## src/rtl/ffsra_pkg.sv

```systemverilog
// types, codes and fixed widths shared by the sector run allocator
// depends on nothing; every other file refers to it by scoped names
package ffsra_pkg;

   // fixed field widths
   localparam int SIZE_W    = 24;
   localparam int INDEX_W   = 12;
   localparam int STATUS_W  = 2;
   localparam int COUNT_W   = 13;
   localparam int ADDRESS_W = 20;

   // reset value of the sector count register
   localparam logic [COUNT_W-1:0] COUNT_RESET = 13'd4096;

   // request operations
   localparam logic OP_ALLOC = 1'b0;
   localparam logic OP_SET   = 1'b1;

   // per-sector status codes
   localparam logic [STATUS_W-1:0] STAT_FREE  = 2'd0;
   localparam logic [STATUS_W-1:0] STAT_USED  = 2'd1;
   localparam logic [STATUS_W-1:0] STAT_END   = 2'd2;
   localparam logic [STATUS_W-1:0] STAT_START = 2'd3;

   typedef struct packed {
      logic                op;
      logic [SIZE_W-1:0]   alloc_size;
      logic [INDEX_W-1:0]  sector_index;
      logic [STATUS_W-1:0] status_code;
   } req_type;

   typedef struct packed {
      logic                 found;
      logic [INDEX_W-1:0]   start_sector;
      logic [ADDRESS_W-1:0] start_address;
      logic [COUNT_W-1:0]   sectors_taken;
   } rsp_type;

   // divider status toward the sequencer
   typedef struct packed {
      logic              done;
      logic [SIZE_W-1:0] need_count;
   } div_status_type;

   typedef enum logic [2:0] {
      S_CLEAR,
      S_IDLE,
      S_DIV,
      S_SCAN_RD,
      S_SCAN_CHK,
      S_MARK,
      S_DONE
   } state_type;

endpackage

```

## src/rtl/ffsra_ceil_div.sv

```systemverilog
// constant divider for the sector count: reciprocal multiply over two registered
// steps, rounding up with a minimum of one; uses ffsra_pkg
module ffsra_ceil_div #(
   parameter int DIVISOR = 255
) (
   input  logic                              clock,
   input  logic                              reset,
   input  logic                              start,
   input  logic [ffsra_pkg::SIZE_W-1:0]      dividend,
   output ffsra_pkg::div_status_type         status
);

   localparam int SW    = ffsra_pkg::SIZE_W;
   localparam int XW    = SW + 1;                  // dividend plus divisor - 1
   localparam int LW    = $clog2(DIVISOR);
   localparam int SHIFT = XW + LW;
   localparam int PW    = SHIFT + SW;
   // ceil(2^SHIFT / DIVISOR), exact floor for every operand below 2^XW
   localparam longint unsigned RECIP =
      ((64'd1 << SHIFT) + 64'(DIVISOR - 1)) / 64'(DIVISOR);

   logic          step_ff, step_in;   // operand latched, product next
   logic          done_ff, done_in;
   logic [XW-1:0] sum_ff, sum_in;
   logic [SW-1:0] quo_ff, quo_in;
   logic [PW-1:0] prod;

   assign prod = PW'(sum_ff) * PW'(RECIP);

   always_comb begin
      step_in = start;
      done_in = step_ff;
      sum_in  = sum_ff;
      quo_in  = quo_ff;
      if (start) begin
         // adding divisor - 1 turns the floor into a ceiling
         sum_in = XW'(dividend) + XW'(DIVISOR - 1);
      end
      if (step_ff) begin
         quo_in = prod[SHIFT +: SW];
      end
   end

   always_ff @(posedge clock) begin
      if (reset) begin
         step_ff <= 1'b0;
         done_ff <= 1'b0;
      end else begin
         step_ff <= step_in;
         done_ff <= done_in;
      end
      sum_ff <= sum_in;
      quo_ff <= quo_in;
   end

   // never below one sector
   assign status.done       = done_ff;
   assign status.need_count = (quo_ff == '0) ? SW'(1) : quo_ff;

endmodule

```

## config.mk

```make
export PLATFORM = sky130hd
export DESIGN_NAME = ffsra_ceil_div
export DESIGN_NICKNAME = d
export VERILOG_FILES = /design/src/rtl/ffsra_pkg.sv /design/src/rtl/ffsra_ceil_div.sv
export SDC_FILE = /design/constraint.sdc
export NUM_CORES = 1
export LEC_CHECK = 0
export ABC_CLOCK_PERIOD_IN_PS = 4400
export BUFFER_PORTS_ARGS = -buffer_cell sky130_fd_sc_hd__buf_2
export CORE_ASPECT_RATIO = 1.2
export CORE_MARGIN = 3
export CORE_UTILIZATION = 57
export DETAILED_ROUTE_END_ITERATION = 8
export GPL_TIMING_DRIVEN = 0
export PLACE_DENSITY = 0.85
export SETUP_SLACK_MARGIN = 0.1
export SLEW_MARGIN = 20
export SYNTH_ARGS = -nofsm -noshare
export SYNTH_HDL_FRONTEND = slang
export SYNTH_SLANG_ARGS = --single-unit
export TNS_END_PERCENT = 50
```

## constraint.sdc

```tcl
create_clock -name clock -period 4.4 [get_ports clock]
set_input_delay 0.44 -clock clock [delete_from_list [all_inputs] [get_ports clock]]
set_output_delay 0.44 -clock clock [all_outputs]
set_load 0.01 [all_outputs]
```

==> summary.txt, run 1 <==
Flow run
  – Max-capacitance violation count: 0

Detailed routing
  – Total Routed Length: 17000 um
  – Wire length per cell: 19.15 um
  – Pre-Repair DR Iteration Count: 5
  – Vias per cell: 5.910
  – Drt drc: 0
  – Routed Antenna Nets: 0
  – Vias: 5248
  – Iteration-0 DRC Markers: 243

Floorplanning
  – Die X: 104.0 um
  – Starting Density: 0.5891
  – I/O pin cnt: 52
  – Row cnt: 42
  – Die Y-Extent: 123.5 um
  – Die area: 0.01284 sq mm
  – Core area: 0.01114 sq mm

Placement
  – DP HPWL: 12160 um
  – Pre-CTS setup slack: -1125 ps
  – GP Congestion: 0.8845
  – IO buf count: 45

Clocking
  – Clock root buffer: clkbuf_16
  – TritonCTS clock tree: built
  – Clock Sinks: 45
  – CTS Hold Bufs: 0
  – H-tree depth: 2
  – Bufs on Longest Clock Path: 2
  – Total CTS buffers: 5
  – Clock Latency Late Sink: 290 ps
  – CTS clk-pin slew, worst paths: 70 ps

Global route
  – Number of global-route vias before repair: 5347
  – First-pass GRT wire length: 25310 um
  – Tot GR Track Use: 0.2466
  – Largest net degree at the start of global routing: 27
  – Total grt overflow: 0
  – Initial antenna violation count: 0

Timing
  – Tcrit/Tclk final: 1.177
  – Slew headroom: 0.4206
  – # setup viols final: 18
  – Max-slew violation count: 0
  – Least-Margin Pin Slew: 867.9 ps
  – Crit path time final: 5179 ps
  – Final clock skew: 11.05 ps
  – RSZ-0062 raised after global routing: true
  – Worst setup margin: -779.2 ps
  – Final Hold Viols: 0
  – FMAX: 193.1 MHz

Worst setup path
  – Critical Path Sink Type: register
  – Critical path peak fanout: 6
  – CP Launch Type: register
  – Worst EP arrival: 5210 ps
  – Kind of critical path: reg2reg
  – WP data required: 4430 ps

Synth
  – Cell taking the most area after synthesis: ha_1
  – Synth async-reset ratio: 0
  – Top post-synthesis cells by count: ha_1, inv_1, edfxtp_1
  – #FFs+latches synth: 45
  – Synth warn: 0
  – Average size of a mapped cell: 10.00 sq um
  – Sequential share of the synthesized area: 0.2029
  – Netlist cell types: 57
  – Most common cell in the netlist: ha_1
  – Ys flop type: edfxtp_1
  – Mapped Area: 0.006563 sq mm
  – Share of the synthesized area in the top cell type: 0.3622
  – Area contributors post-synth: ha_1, edfxtp_1, fa_1
  – Post-synthesis cell count: 656
  – EDFF count, synth: 43

Outcome
  – Status: complete, but fails checks
  – Failing checks: setup timing

Power
  – P_sw: 0.001878 W
  – Seq pwr share: 0.151
  – Pleak: 3.930 nW
  – Clock Power Share: 0.107
  – Switch share: 0.4617
  – Comb pwr share: 0.742
  – Worst IR drop on VDD: 0.3338 mV
  – Total Power: 0.004068 W
  – PD cells: 525.5 mW/mm^2
  – Int Power: 0.002190 W

Layout
  – Share of layout cells above drive strength 1: 0.1948
  – Ant. Diodes: 0
  – Synthesis-to-layout area growth: 17.98%
  – Layout Nets: 985

Min path
  – Worst min path class: in2reg
[routing by layer]
| layer | part of all wire | up-vias | routed length, um | GRT usage |
|---|---|---|---|---|
| li1 | - | 2442 | - | - |
| met1 | 0.40 | 2562 | 6769 | 0.2814 |
| met2 | 0.51 | 178 | 8651 | 0.4610 |
| met3 | 0.044 | 66 | 753 | 0.03342 |
| met4 | 0.049 | 0 | 826 | 0.1122 |
| met5 | 0 | - | 0 | 0 |
[power by group through the flow]
| stage | clock network [W] | logic, W | registers, W |
|---|---|---|---|
| 2_1_floorplan | 0 | 0.00209 | 0.000600 |
| 3_3_place_gp | 0 | 0.00260 | 0.000625 |
| 3_5_place_dp | 0 | 0.00271 | 0.000628 |
| 4_1_cts | 0.000424 | 0.00281 | 0.000613 |
| 5_1_grt | 0.000449 | 0.00334 | 0.000620 |
| 6_report | 0.000434 | 0.00302 | 0.000616 |
[worst paths after layout]
kind / start / to / slack (ps) / cells after the start
worst max-delay path: sum_ff[23]$_DFFE_PP_ / quo_ff[13]$_DFFE_PP_ / -780 / 19
worst min-delay path: dividend[0] / sum_ff[0]$_DFFE_PP_ / 320 / 1
worst max register to register: sum_ff[23]$_DFFE_PP_ / quo_ff[13]$_DFFE_PP_ / -780 / 19
worst min register to register: sum_ff[22]$_DFFE_PP_ / quo_ff[14]$_DFFE_PP_ / 830 / 2
[metrics by stage]
step	util	hold slack, ps	area, sq um	std cells	setup TNS [ps]
2_1_floorplan	-	511.6	6850	661	-1651
3_3_place_gp	0.6524	616.3	7268	860	-11950
3_5_place_dp	0.6524	620.9	7268	860	-14090
4_1_cts	0.6799	323.7	7575	882	-9759
5_1_grt	0.6950	328.8	7742	888	-13670
6_report	0.6950	318.9	7742	888	-11020
[final cells by class]
cell class                      count  area (sq um)
Sequential cell                    45          1331
Clock buffer                        6         128.9
Buffer                             25         120.1
Clock inverter                      2         38.79
Timing Repair Buffer               65         375.4
Fill cell                         776          3398
Tap cell                          154         192.7
Multi-Input combinational cell    476          5124
Inverter                          115         431.7
[kinds of logic (layout without fill, tap and decap cells)]
group                      Yosys count  in the layout  share of synthesized area
AOI/OAI and AO/OA                   97             97                     0.1045
other                                1              6                  0.0005714
muxes                                1              1                   0.001525
and+or+nand+nor                    113            113                    0.09209
adders and majority gates          225            225                     0.4690
DFF                                 45             45                     0.2029
xor gates and xnor gates            34             34                    0.04538
buffers and inverters              140            213                    0.08408
[critical path, cell delays in order (launching register included)]
cell and delay, ps:
edfxtp_1 460, inv_2 160, ha_4 220, inv_2 70, ha_4 200, fa_1 520
inv_1 60, fa_1 420, inv_1 100, fa_1 460, ha_4 240, ha_4 300
nand4_1 140, nor4_4 310, nand2_1 140, o311ai_4 410, o211ai_4 160, a21oi_4 230
o21ai_1 130, xnor2_1 180
[sequential cells by signal (all words and copies together) (netlist names)]
name,cells
quo_ff,18
done_ff,1
sum_ff,25
done_in,1
[cell usage in the layout, fill, tap and decap left out, types with 6 or more instances in the layout]
master	count
ha_1	164
a21oi_2	6
inv_1	110
xnor2_1	23
a21oi_1	22
conb_1	6
clkbuf_1	19
buf_4	27
a21o_1	19
nand3_1	10
nand2_1	27
nand4_1	14
xor2_1	11
buf_2	45
fa_1	34
ha_4	22
edfxtp_1	43
nor2_1	21
[repair_timing]
action,in CTS,in global routing
pin swaps,10,20
buffers inserted,14,6
gates resized for setup,8,22
endpoints found under the setup margin,18,18
endpoints found under the hold margin,0,0
No activity file was read; power rests on OpenSTA's default activity.
==> run 2, diff against run 1 <==
--- a/config.mk
+++ b/config.mk
@@ -12,7 +12,7 @@
 export CORE_UTILIZATION = 57
 export DETAILED_ROUTE_END_ITERATION = 8
 export GPL_TIMING_DRIVEN = 0
-export PLACE_DENSITY = 0.85
+export PLACE_DENSITY = 0.79
 export SETUP_SLACK_MARGIN = 0.1
 export SLEW_MARGIN = 20
 export SYNTH_ARGS = -nofsm -noshare
==> summary.txt, run 2 (synthesized netlist as in run 1, its figures left out) <==
Detailed routing
  – Total Routed Length: 15420 um (was 17000 um)
  – Iteration-0 DRC Markers: 192 (was 243)
  – Drt drc: 0 (unchanged)
  – Vias per cell: 5.573 (was 5.910)
  – Vias: 5016 (was 5248)
  – Pre-Repair DR Iteration Count: 4 (was 5)
  – Wire length per cell: 17.14 um (was 19.15 um)
  – Routed Antenna Nets: 0 (unchanged)

Timing
  – RSZ-0062 raised after global routing: true (unchanged)
  – # setup viols final: 18 (unchanged)
  – FMAX: 197.4 MHz (was 193.1 MHz)
  – Final Hold Viols: 0 (unchanged)
  – Worst setup margin: -666.1 ps (was -779.2 ps)
  – Max-slew violation count: 0 (unchanged)
  – Final clock skew: 8.637 ps (was 11.05 ps)
  – Tcrit/Tclk final: 1.151 (was 1.177)
  – Least-Margin Pin Slew: 839.3 ps (was 867.9 ps)
  – Crit path time final: 5066 ps (was 5179 ps)
  – Slew headroom: 0.4397 (was 0.4206)

Layout
  – Ant. Diodes: 0 (unchanged)
  – Synthesis-to-layout area growth: 20.71% (was 17.98%)
  – Share of layout cells above drive strength 1: 0.2198 (was 0.1948)
  – Fill cell count: 781 (was 776)
  – Commonest non-fill, non-tap cells in the layout: ha_1, inv_1, buf_2, edfxtp_1, buf_4 (was ha_1, inv_1, buf_2, edfxtp_1, fa_1)
  – Top reg by flops: sum_ff (unchanged)
  – Biggest regs: sum_ff: 25 flops, quo_ff: 18 flops (unchanged)
  – Commonest non-fill, non-tap cell in the layout: ha_1 (unchanged)
  – Post-layout util: 0.7110 (was 0.6950)
  – Layout Nets: 997 (was 985)
  – Largest register FFs: 25 (unchanged)

Worst setup path
  – WP data required: 4400 ps (was 4430 ps)
  – Critical Path Sink Type: register (unchanged)
  – Kind of critical path: reg2reg (unchanged)
  – Critical path peak fanout: 5 (was 6)
  – CP Launch Type: register (unchanged)
  – Worst EP arrival: 5070 ps (was 5210 ps)

Clocking
  – TritonCTS clock tree: built (unchanged)
  – H-tree depth: 2 (unchanged)
  – CTS clk-pin slew, worst paths: 70 ps (about the same)
  – Clock Sinks: 45 (unchanged)
  – Bufs on Longest Clock Path: 2 (unchanged)
  – Clock Latency Late Sink: 290 ps (about the same)
  – Clock root buffer: clkbuf_16 (unchanged)
  – CTS Hold Bufs: 0 (unchanged)
  – Total CTS buffers: 5 (unchanged)

Floorplanning
  – I/O pin cnt: 52 (unchanged)
  – Die X: 104.0 um (unchanged)
  – Die Y-Extent: 123.5 um (unchanged)
  – Row cnt: 42 (unchanged)
  – Die area: 0.01284 sq mm (unchanged)
  – Core area: 0.01114 sq mm (unchanged)
  – Starting Density: 0.5891 (unchanged)

Global route
  – Total grt overflow: 0 (unchanged)
  – Tot GR Track Use: 0.2331 (was 0.2466)
  – Initial antenna violation count: 0 (unchanged)
  – First-pass GRT wire length: 24160 um (was 25310 um)
  – Largest net degree at the start of global routing: 27 (unchanged)
  – Number of global-route vias before repair: 5220 (was 5347)

Outcome
  – Status: complete, but fails checks (unchanged)
  – Failing checks: setup timing (unchanged)

Min path
  – Worst min path class: in2reg (unchanged)

Flow run
  – Max-capacitance violation count: 0 (unchanged)

Power
  – Total Power: 0.004223 W (was 0.004068 W)
  – Worst IR drop on VDD: 0.3236 mV (was 0.3338 mV)
  – PD cells: 533.1 mW/mm^2 (was 525.5 mW/mm^2)
  – Pleak: 3.987 nW (was 3.930 nW)

Placement
  – IO buf count: 45 (unchanged)
  – GP Congestion: 0.8767 (was 0.8845)
  – Pre-CTS setup slack: -1098 ps (was -1125 ps)
  – DP HPWL: 11880 um (was 12160 um)
[run 2: worst paths after layout]
path	slack, ps	end	startpoint	depth (start not counted)
setup / recovery	-670	quo_ff[16]$_DFFE_PP_	sum_ff[24]$_DFFE_PP_	18
hold / removal	330	sum_ff[0]$_DFFE_PP_	dividend[0]	1
setup reg to reg	-670	quo_ff[16]$_DFFE_PP_	sum_ff[24]$_DFFE_PP_	18
hold reg to reg	880	quo_ff[15]$_DFFE_PP_	done_in$_SDFF_PP0_	0
[run 2: layer usage]
metal	track usage	wire [um]	share of wire
met3	0.02245	391	0.025
met5	0	0	0
met2	0.4411	8081	0.52
met1	0.2861	6574	0.43
met4	0.05902	374	0.024
[run 2: through the flow]
stage / area [sq um] / std cells / setup TNS, ps / hold slack, ps
global placement: 7268 / 860 / -12180 / 614.0
floorplan: 6850 / 661 / -1651 / 511.6
CTS: 7695 / 891 / -8721 / 313.8
finish: 7921 / 900 / -8686 / 325.9
global route: 7921 / 900 / -11640 / 325.8
detailed placement: 7268 / 860 / -14010 / 620.1
[run 2: report_power, final]
| part | switching, W | leakage [nW] | internal, W |
|---|---|---|---|
| sequential | 0.0000599 | 0.431 | 0.000555 |
| clock | 0.000165 | 0.0704 | 0.000213 |
| combinational | 0.00171 | 3.49 | 0.00152 |
| total | 0.00193 | 3.99 | 0.00229 |
[run 2: worst max-delay path, stage by stage, from the launching register on]
cell and delay [ps]:
edfxtp_1 510, ha_4 320, inv_2 40, ha_4 220
fa_1 530, inv_1 60, fa_1 390, inv_1 100
fa_1 460, ha_4 240, ha_4 290, nand4_1 130
nor4_4 280, nand2_1 140, o311ai_4 340, o211ai_4 160
a21oi_4 260, or4b_4 180, o311ai_4 110
[run 2: what timing repair did]
item / in CTS / in global routing
pin swaps: 10 / 12
endpoints found under the setup margin: 18 / 18
resized for setup: 19 / 28
setup buffers: 23 / 9
[run 2: cell type report]
| type | count | area [sq um] | area share |
|---|---|---|---|
| buffer | 25 | 120.1 | 0.01516 |
| multi-input combinational | 476 | 5226 | 0.6598 |
| tap | 154 | 192.7 | 0.02432 |
| timing repair buffer | 77 | 469.2 | 0.05923 |
| clock inverter | 3 | 25.02 | 0.003159 |
| sequential | 45 | 1331 | 0.1681 |
| clock buffer | 5 | 125.1 | 0.01580 |
| inverter | 115 | 431.7 | 0.05449 |
